### config.mk
export PLATFORM = sky130hd
export DESIGN_NAME = output_gain_smoother_meter_top_flat
export DESIGN_NICKNAME = d
export VERILOG_FILES = /design/src/rtl/core/ogsm_pkg.sv /design/src/rtl/core/ogsm_if.sv /design/src/rtl/core/output_gain_smoother_meter_top.sv /design/src/flat_wrapper.sv
export SDC_FILE = /design/constraint.sdc
export NUM_CORES = 2
export LEC_CHECK = 0
export ABC_AREA = 1
export BUFFER_PORTS_ARGS = -buffer_cell sky130_fd_sc_hd__buf_2
export CORE_ASPECT_RATIO = 1.4
export CORE_MARGIN = 1.5
export CORE_UTILIZATION = 55
export DETAILED_ROUTE_END_ITERATION = 10
export GPL_TIMING_DRIVEN = 0
export PLACE_DENSITY = 0.72
export REMOVE_ABC_BUFFERS = 1
export SLEW_MARGIN = 10
export SYNTH_ARGS = -nofsm -noshare
export SYNTH_HDL_FRONTEND = slang
export SYNTH_SLANG_ARGS = --single-unit
### constraint.sdc
create_clock -name clock -period 14.2 [get_ports clock]
set_clock_uncertainty 0.2 [all_clocks]
set_input_delay 2.13 -clock clock [delete_from_list [all_inputs] [get_ports clock]]
set_output_delay 2.13 -clock clock [all_outputs]
set_load 0.005 [all_outputs]
### src/rtl/core/ogsm_pkg.sv
// Shared types and constants of the output gain smoother and peak meter.
package ogsm_pkg;

   localparam int CHANNELS    = 4;
   localparam int CHAN_BITS   = 2;
   localparam int SAMPLE_BITS = 24;
   localparam int GAIN_BITS   = 24;
   localparam int GAIN_FRAC   = 22;
   localparam int MASK_BITS   = 4;
   localparam int CSR_BITS    = 3;

   localparam int PROD_BITS   = SAMPLE_BITS + GAIN_BITS + 1;
   localparam int SCALED_BITS = PROD_BITS - GAIN_FRAC;

   localparam int COEF_BITS   = 16;
   localparam int DIFF_BITS   = GAIN_BITS + 1;
   localparam int DPROD_BITS  = DIFF_BITS + COEF_BITS;
   localparam int STEP_FRAC   = 24;
   localparam int STEP_BITS   = DPROD_BITS - STEP_FRAC;
   localparam int GSUM_BITS   = GAIN_BITS + 2;

   typedef logic [CHAN_BITS-1:0]          chan_type;
   typedef logic signed [SAMPLE_BITS-1:0] sample_type;
   typedef logic [SAMPLE_BITS-1:0]        level_type;
   typedef logic [GAIN_BITS-1:0]          gain_type;
   typedef logic [MASK_BITS-1:0]          mask_type;

   localparam gain_type   GAIN_ONE   = gain_type'(1 << GAIN_FRAC);
   localparam gain_type   GAIN_MAX   = '1;
   localparam logic signed [COEF_BITS-1:0] SMOOTH_COEF = 16'sd16777;
   localparam sample_type SAMPLE_MAX = {1'b0, {(SAMPLE_BITS-1){1'b1}}};
   localparam sample_type SAMPLE_MIN = {1'b1, {(SAMPLE_BITS-1){1'b0}}};

   typedef enum logic [CSR_BITS-1:0] {
      REG_GAIN0    = 3'd0,
      REG_GAIN1    = 3'd1,
      REG_GAIN2    = 3'd2,
      REG_GAIN3    = 3'd3,
      REG_GAIN_EN  = 3'd4,
      REG_MUTE_EN  = 3'd5,
      REG_MUTE     = 3'd6,
      REG_POLARITY = 3'd7
   } csr_index_type;

endpackage

### src/rtl/core/ogsm_if.sv
// Request and response channel interfaces of the output gain smoother and peak meter.
interface ogsm_req_if;
   logic                 valid;
   logic                 ready;
   ogsm_pkg::chan_type   chan;
   ogsm_pkg::sample_type sample_in;
   logic                 frame_end;

   modport source (output valid, chan, sample_in, frame_end, input ready);
   modport sink   (input valid, chan, sample_in, frame_end, output ready);
endinterface

interface ogsm_rsp_if;
   logic                 valid;
   logic                 ready;
   ogsm_pkg::chan_type   chan_out;
   ogsm_pkg::sample_type sample_out;
   ogsm_pkg::level_type  peak_level;
   logic                 peak_valid;

   modport source (output valid, chan_out, sample_out, peak_level, peak_valid, input ready);
   modport sink   (input valid, chan_out, sample_out, peak_level, peak_valid, output ready);
endinterface

### src/rtl/core/output_gain_smoother_meter_top.sv
// Output gain smoother and peak meter: top level.
//
// Each request carries one signed Q1.23 sample, its channel and a frame-end
// mark. The sample is scaled by the channel's smoothed gain, saturated and,
// if the channel's polarity bit is set, negated. The smoothed gain then takes
// one one-pole step toward its target (0 when muted, the channel gain when
// gains are enabled, 1.0 otherwise). A per-channel peak of |output| is reported
// with the frame-end sample and cleared.
// Channels: req_port (sink) and rsp_port (source), valid/ready; one response
// per request. Registers are to be written through csr_we/csr_index/csr_wdata
// only while the block is idle; the block itself does not enforce this.
// Path: a request is taken into the input register, then moves on into the
// response register.
// Throughput: one request per cycle while responses are taken; the per-channel
// gain and peak state are read and updated between those two registers.
// Reset sets gains and smoothed gains to 1.0, clears peaks, enables and masks.
// When the receiver stalls, the response holds and one more request is taken
// into the input register; req_port.ready then drops until the stall clears.
module output_gain_smoother_meter_top (
   input  logic                          clock,
   input  logic                          reset,
   ogsm_req_if.sink                      req_port,
   ogsm_rsp_if.source                    rsp_port,
   input  logic                          csr_we,
   input  ogsm_pkg::csr_index_type       csr_index,
   input  logic [ogsm_pkg::GAIN_BITS-1:0] csr_wdata
);

   // configuration
   ogsm_pkg::gain_type   gain_ff [ogsm_pkg::CHANNELS];
   logic                 gain_en_ff;
   logic                 mute_en_ff;
   ogsm_pkg::mask_type   mute_mask_ff;
   ogsm_pkg::mask_type   pol_mask_ff;

   // per-channel state
   ogsm_pkg::gain_type   gain_sm_ff [ogsm_pkg::CHANNELS];
   ogsm_pkg::level_type  peak_ff [ogsm_pkg::CHANNELS];

   // input register
   logic                 s1_valid_ff;
   ogsm_pkg::chan_type   s1_chan_ff;
   ogsm_pkg::sample_type s1_sample_ff;
   logic                 s1_fend_ff;

   // response register
   logic                 rsp_valid_ff;
   logic                 rsp_valid_in;
   ogsm_pkg::chan_type   chan_out_ff;
   ogsm_pkg::sample_type sample_out_ff;
   ogsm_pkg::sample_type sample_out_in;
   ogsm_pkg::level_type  peak_level_ff;
   ogsm_pkg::level_type  peak_level_in;
   logic                 peak_valid_ff;

   logic                 adv;
   logic                 chan_ok;
   logic                 s1_load;

   ogsm_pkg::gain_type                       gain_cur;
   ogsm_pkg::gain_type                       target;
   logic signed [ogsm_pkg::PROD_BITS-1:0]    prod;
   logic signed [ogsm_pkg::PROD_BITS-1:0]    prod_rnd;
   logic signed [ogsm_pkg::SCALED_BITS-1:0]  scaled;
   ogsm_pkg::sample_type                     y_sat;
   ogsm_pkg::level_type                      mag;
   ogsm_pkg::level_type                      peak_cur;
   ogsm_pkg::level_type                      peak_new;
   ogsm_pkg::level_type                      peak_in;
   logic signed [ogsm_pkg::DIFF_BITS-1:0]    diff;
   logic signed [ogsm_pkg::DPROD_BITS-1:0]   dprod;
   logic signed [ogsm_pkg::DPROD_BITS-1:0]   dprod_rnd;
   logic signed [ogsm_pkg::STEP_BITS-1:0]    step;
   logic signed [ogsm_pkg::GSUM_BITS-1:0]    gsum;
   ogsm_pkg::gain_type                       gain_sm_in;

   assign chan_ok = (int'(s1_chan_ff) < ogsm_pkg::CHANNELS);
   assign adv     = s1_valid_ff && (!rsp_valid_ff || rsp_port.ready);
   assign s1_load = req_port.valid && req_port.ready;

   assign req_port.ready      = !s1_valid_ff || adv;
   assign rsp_port.valid      = rsp_valid_ff;
   assign rsp_port.chan_out   = chan_out_ff;
   assign rsp_port.sample_out = sample_out_ff;
   assign rsp_port.peak_level = peak_level_ff;
   assign rsp_port.peak_valid = peak_valid_ff;

   assign rsp_valid_in = (rsp_valid_ff && !rsp_port.ready) || (adv && chan_ok);

   // sample path
   always_comb begin
      gain_cur = gain_sm_ff[s1_chan_ff];
      prod     = ogsm_pkg::PROD_BITS'(s1_sample_ff)
                 * ogsm_pkg::PROD_BITS'($signed({1'b0, gain_cur}));
      prod_rnd = prod + (ogsm_pkg::PROD_BITS'(1) <<< (ogsm_pkg::GAIN_FRAC - 1));
      scaled   = prod_rnd[ogsm_pkg::PROD_BITS-1:ogsm_pkg::GAIN_FRAC];
      if (scaled[ogsm_pkg::SCALED_BITS-1:ogsm_pkg::SAMPLE_BITS-1]
          == {(ogsm_pkg::SCALED_BITS-ogsm_pkg::SAMPLE_BITS+1){scaled[ogsm_pkg::SCALED_BITS-1]}})
      begin
         y_sat = scaled[ogsm_pkg::SAMPLE_BITS-1:0];
      end else if (scaled[ogsm_pkg::SCALED_BITS-1]) begin
         y_sat = ogsm_pkg::SAMPLE_MIN;
      end else begin
         y_sat = ogsm_pkg::SAMPLE_MAX;
      end
      if (!pol_mask_ff[s1_chan_ff]) begin
         sample_out_in = y_sat;
      end else if (y_sat == ogsm_pkg::SAMPLE_MIN) begin
         sample_out_in = ogsm_pkg::SAMPLE_MAX;
      end else begin
         sample_out_in = -y_sat;
      end
      // most negative value maps to 2^(N-1) as unsigned
      mag      = sample_out_in[ogsm_pkg::SAMPLE_BITS-1] ? (~sample_out_in + 1'b1)
                                                        : sample_out_in;
      peak_cur = peak_ff[s1_chan_ff];
      peak_new = (mag > peak_cur) ? mag : peak_cur;
      if (s1_fend_ff) begin
         peak_level_in = peak_new;
         peak_in       = '0;
      end else begin
         peak_level_in = '0;
         peak_in       = peak_new;
      end
   end

   // gain smoothing
   always_comb begin
      priority if (mute_en_ff && mute_mask_ff[s1_chan_ff]) begin
         target = '0;
      end else if (gain_en_ff) begin
         target = gain_ff[s1_chan_ff];
      end else begin
         target = ogsm_pkg::GAIN_ONE;
      end
      diff      = $signed({1'b0, target}) - $signed({1'b0, gain_cur});
      dprod     = ogsm_pkg::DPROD_BITS'(diff) * ogsm_pkg::DPROD_BITS'(ogsm_pkg::SMOOTH_COEF);
      dprod_rnd = dprod + (ogsm_pkg::DPROD_BITS'(1) <<< (ogsm_pkg::STEP_FRAC - 1));
      step      = dprod_rnd[ogsm_pkg::DPROD_BITS-1:ogsm_pkg::STEP_FRAC];
      gsum      = $signed({2'b00, gain_cur}) + ogsm_pkg::GSUM_BITS'(step);
      if (gsum[ogsm_pkg::GSUM_BITS-1]) begin
         gain_sm_in = '0;
      end else if (gsum[ogsm_pkg::GSUM_BITS-2]) begin
         gain_sm_in = ogsm_pkg::GAIN_MAX;
      end else begin
         gain_sm_in = gsum[ogsm_pkg::GAIN_BITS-1:0];
      end
   end

   always_ff @(posedge clock) begin
      if (reset) begin
         for (int c = 0; c < ogsm_pkg::CHANNELS; c++) begin
            gain_ff[c]    <= ogsm_pkg::GAIN_ONE;
            gain_sm_ff[c] <= ogsm_pkg::GAIN_ONE;
            peak_ff[c]    <= '0;
         end
         gain_en_ff   <= 1'b0;
         mute_en_ff   <= 1'b0;
         mute_mask_ff <= '0;
         pol_mask_ff  <= '0;
         s1_valid_ff  <= 1'b0;
         rsp_valid_ff <= 1'b0;
      end else begin
         if (csr_we) begin
            unique case (csr_index)
               ogsm_pkg::REG_GAIN0:    gain_ff[0]   <= csr_wdata;
               ogsm_pkg::REG_GAIN1:    gain_ff[1]   <= csr_wdata;
               ogsm_pkg::REG_GAIN2:    gain_ff[2]   <= csr_wdata;
               ogsm_pkg::REG_GAIN3:    gain_ff[3]   <= csr_wdata;
               ogsm_pkg::REG_GAIN_EN:  gain_en_ff   <= csr_wdata[0];
               ogsm_pkg::REG_MUTE_EN:  mute_en_ff   <= csr_wdata[0];
               ogsm_pkg::REG_MUTE:     mute_mask_ff <= csr_wdata[ogsm_pkg::MASK_BITS-1:0];
               ogsm_pkg::REG_POLARITY: pol_mask_ff  <= csr_wdata[ogsm_pkg::MASK_BITS-1:0];
            endcase
         end
         if (adv && chan_ok) begin
            gain_sm_ff[s1_chan_ff] <= gain_sm_in;
            peak_ff[s1_chan_ff]    <= peak_in;
         end
         s1_valid_ff  <= s1_load || (s1_valid_ff && !adv);
         rsp_valid_ff <= rsp_valid_in;
      end
   end

   // payload registers
   always_ff @(posedge clock) begin
      if (s1_load) begin
         s1_chan_ff   <= req_port.chan;
         s1_sample_ff <= req_port.sample_in;
         s1_fend_ff   <= req_port.frame_end;
      end
      if (adv && chan_ok) begin
         chan_out_ff   <= s1_chan_ff;
         sample_out_ff <= sample_out_in;
         peak_level_ff <= peak_level_in;
         peak_valid_ff <= s1_fend_ff;
      end
   end

   a_adv_loads_rsp: assert property (@(posedge clock) disable iff (reset)
      adv && chan_ok |=> rsp_valid_ff)
      else $error("accepted request did not reach the response register");

   a_no_overrun: assert property (@(posedge clock) disable iff (reset)
      s1_valid_ff && rsp_valid_ff && !rsp_port.ready |-> !req_port.ready)
      else $error("request taken while both registers are full and stalled");

   a_peak_zero: assert property (@(posedge clock) disable iff (reset)
      rsp_valid_ff && !peak_valid_ff |-> peak_level_ff == '0)
      else $error("peak level nonzero outside frame end");

endmodule

### src/flat_wrapper.sv
// flat-port wrapper written by rule: the top's interface ports become plain ports
module output_gain_smoother_meter_top_flat 
  (clock, reset, csr_we, csr_index, csr_wdata, req_port_valid, req_port_chan, req_port_sample_in, req_port_frame_end, req_port_ready, rsp_port_valid, rsp_port_chan_out, rsp_port_sample_out, rsp_port_peak_level, rsp_port_peak_valid, rsp_port_ready);
  ogsm_req_if req_port_i ();
  ogsm_rsp_if rsp_port_i ();
  input  logic clock;
  input  logic reset;
  input  logic csr_we;
  input  ogsm_pkg::csr_index_type csr_index;
  input  logic [ogsm_pkg::GAIN_BITS-1:0] csr_wdata;
  input wire logic [$bits(req_port_i.valid)-1:0] req_port_valid;
  input wire logic [$bits(req_port_i.chan)-1:0] req_port_chan;
  input wire logic [$bits(req_port_i.sample_in)-1:0] req_port_sample_in;
  input wire logic [$bits(req_port_i.frame_end)-1:0] req_port_frame_end;
  output wire logic [$bits(req_port_i.ready)-1:0] req_port_ready;
  output wire logic [$bits(rsp_port_i.valid)-1:0] rsp_port_valid;
  output wire logic [$bits(rsp_port_i.chan_out)-1:0] rsp_port_chan_out;
  output wire logic [$bits(rsp_port_i.sample_out)-1:0] rsp_port_sample_out;
  output wire logic [$bits(rsp_port_i.peak_level)-1:0] rsp_port_peak_level;
  output wire logic [$bits(rsp_port_i.peak_valid)-1:0] rsp_port_peak_valid;
  input wire logic [$bits(rsp_port_i.ready)-1:0] rsp_port_ready;
  assign req_port_i.valid = req_port_valid;
  assign req_port_i.chan = req_port_chan;
  assign req_port_i.sample_in = req_port_sample_in;
  assign req_port_i.frame_end = req_port_frame_end;
  assign req_port_ready = req_port_i.ready;
  assign rsp_port_valid = rsp_port_i.valid;
  assign rsp_port_chan_out = rsp_port_i.chan_out;
  assign rsp_port_sample_out = rsp_port_i.sample_out;
  assign rsp_port_peak_level = rsp_port_i.peak_level;
  assign rsp_port_peak_valid = rsp_port_i.peak_valid;
  assign rsp_port_i.ready = rsp_port_ready;
  output_gain_smoother_meter_top u_core (.clock(clock), .reset(reset), .req_port(req_port_i), .rsp_port(rsp_port_i), .csr_we(csr_we), .csr_index(csr_index), .csr_wdata(csr_wdata));
endmodule
==> impl_metrics.tcl <==
set metrics [dict create \
    status "finished, final reports clean" \
    endpoint_kind "flop" \
    grt_util_all_layers_pct 32.21 \
    core_area_um2 80490 \
    synth_xor_area_share_pct 1.932 \
    grt_setup_unrepaired "false" \
    cp_max_fo 37 \
    arrival_ns 13.60 \
    cp.required_ns 14.34 \
    fin_crit_sh_pct 94.78 \
    drt_pass1_iterations 6 \
    die_x_um 244.2 \
    synth_flop_cell "edfxtp_1" \
    synth_area_um2 44810 \
    wl_mm 132.0 \
    initial_core_util_pct 55.67 \
    synth.area.mux_share_pct 0 \
    wl_per_cell_um 20.57 \
    slowest_delay_ns 0.58 \
    hold_start "u_core.s1_valid_ff" \
    cts_tree "built" \
    ff2ff_path_depth 65 \
    drtIter0Drc 2822 \
    syn-mean-instance-area_um2 8.475 \
    vias 36050 \
    finish.net_count 6376 \
    grt_max_degree 145 \
    tightest_slew_ns 1.222 \
    synth.area.top_cells "fa_1 25%, edfxtp_1 25%, ha_1 12%" \
    min_period_ns 13.46 \
    hold_end "u_core.rsp_port.valid" \
    cts_hold_buf 0 \
    synth_top_family_by_area "adder cells" \
    ys_warn_count 0 \
    syn_inst 5287 \
    hold_viol_final 0 \
    drt.antenna.violating_nets 0 \
    yosys.area.top_type_share_pct 24.66 \
    grt_pass1_wl_mm 204.1 \
    vias_per_cell 5.618 \
    gp_congestion 0.9863 \
    cts.path.max_buffers 3 \
    timing.rr.end "u_core.peak_ff[2][1]" \
    yosys.area_share.adder_pct 36.92 \
    r2r_setup_slack_ns 0.74 \
    maxSlewViolCount 0 \
    slowest_stage "fa_1" \
    tritoncts.num_buffers 40 \
    hold_class "flop to flop" \
    placed_cell_area_um2 46230 \
    final_area_um2 48340 \
    clock_sinks 380 \
    synth_edf_count 366 \
    seq_area_frac_synth_pct 25.15 \
    h-tree-depth 2 \
    yosys.area_share.simple_pct 19.62 \
    setup_viol 0 \
    whs_ns 0.2763 \
    maxSlewHeadroom_pct 18.36 \
    clk_latency_ns 0.61 \
    fin_util_pct 60.06 \
    synthToLayoutAreaGrowth_pct 7.894 \
    drv_cap 0 \
    synth_most_common_cell "nand2_1" \
    path_common_cell "inv_1" \
    path_clk_slew_ns 0.07 \
    dp_hpwl_mm 96.37 \
    die_h_um 340.7 \
    synth_compound_area_share_pct 6.035 \
    path_class "flop to flop" \
    drc 0 \
    io_pins 112 \
    startpoint_type "flop" \
    synth_top_area_cell "fa_1" \
    port_buffers 111 \
    antenna_found_initial 3 \
    ys_top_cells_by_count "1013 x nand2_1, 974 x inv_1, 799 x nor2_1" \
    ys_types 63 \
    grt_pass1_vias 37700 \
    overflow 0 \
    rows 123 \
    synthArstFlopShare_pct 0 \
    drive_above_1_share_pct 8.520 \
    fmax_ghz 0.07430 \
    hold_depth 2 \
    root_buffer "clkbuf_16" \
    dieArea_um2 83210 \
    ys_ff_latch 380 \
]
==> logic make-up (layout without fill, tap and decap cells) <==
| group | Yosys count | in the layout |
|---|---|---|
| compound gates | 481 | 481 |
| xor+xnor | 98 | 98 |
| fa+ha+maj | 991 | 991 |
| buf+inv | 1205 | 1270 |
| flops | 380 | 380 |
| other cells | 0 | 2 |
| simple gates | 2132 | 2132 |
==> layout by cell type (no fill, tap or decap), drive strengths merged, types with 3 or more instances in the layout <==
cell / count
nor3: 17
dfxtp: 14
edfxtp: 366
inv: 992
nand3: 177
a21oi: 225
o22ai: 3
o211ai: 7
and2: 3
buf: 180
fa: 552
a31oi: 14
a21o: 13
nand2: 1053
clkbuf: 49
or2: 12
o21ai: 160
ha: 439
a32o: 8
a32oi: 15
xnor2: 32
a21boi: 6
nand4: 25
nand3b: 9
o31ai: 3
nor4: 7
nor2: 827
clkinvlp: 25
xor2: 66
clkinv: 23
o21bai: 11
==> critical path: cells and delay by family (launching register included) <==
family	cells	cell delay, ns
adders and majority gates	11	4.37
buffers and inverters	16	2.40
and+or+nand+nor	31	4.41
DFF	1	0.42
AOI/OAI and AO/OA	7	1.30
==> per-stage QoR <==
step,setup WS [ns],setup TNS (ns),cells
4_1_cts,0.03111,0,6402
3_3_place_gp,-8.200,-1477.14,6274
5_1_grt,0.007962,0,6415
2_1_floorplan,-1.150,-121.32,5101
3_5_place_dp,-1.805,-209.87,6286
6_report,0.7419,0,6416
==> area by class of cell <==
class / count / area, um2
Sequential cell: 380 / 11280
Clock buffer: 48 / 1031
Timing Repair Buffer: 181 / 1294
Inverter: 1019 / 3949
Clock inverter: 20 / 185.2
Tap cell: 1062 / 1329
Fill cell: 7073 / 32150
Antenna cell: 2 / 5.005
Timing Repair inverter: 2 / 15.01
Multi-Input combinational cell: 3702 / 29260
==> how the worst max path moves through the flow <==
stage / startpoint / endpoint / slack (ns) / depth (start not counted)
floorplan: flop / u_core.peak_ff[0][1] / -1.15 / 66
global placement: flop / u_core.peak_ff[2][5] / -8.20 / 64
detailed placement: flop / u_core.peak_ff[2][5] / -1.80 / 65
CTS: flop / u_core.gain_sm_ff[2][3] / 0.03 / 58
global route: flop / u_core.peak_ff[2][1] / 0.008 / 70
finish: flop / u_core.peak_ff[2][1] / 0.74 / 65
==> sequential cells by signal, summed over array words and instances, names as in the netlist, 2 cells and up, named ones only <==
name                        cells
u_core.gain_ff                 96
u_core.gain_sm_ff              96
u_core.mute_mask_ff             4
u_core.peak_ff                 96
u_core.pol_mask_ff              4
u_core.rsp_port.chan_out        2
u_core.rsp_port.peak_level     24
u_core.rsp_port.sample_out     24
u_core.s1_chan_ff               2
u_core.s1_sample_ff            24
==> repair_timing <==
item,in CTS,in global routing
pin swaps,0,1
setup buffers,47,10
setup endpoints to repair,216,216
resized for setup,65,55
gates cloned,1,2
==> routing by layer <==
layer	share of wire (%)	global-route usage (%)	routed length (um)	vias to the layer above
li1	-	-	-	16500
met1	35	35.76	46140	17530
met2	50	56.47	65560	1517
met3	7.4	5.127	9713	498
met4	8.0	22.27	10590	0
met5	0	0	0	-
Power is left out: the tool's default activity adds up to more than one toggle a clock period on the data nets, which glitch-free logic cannot reach.
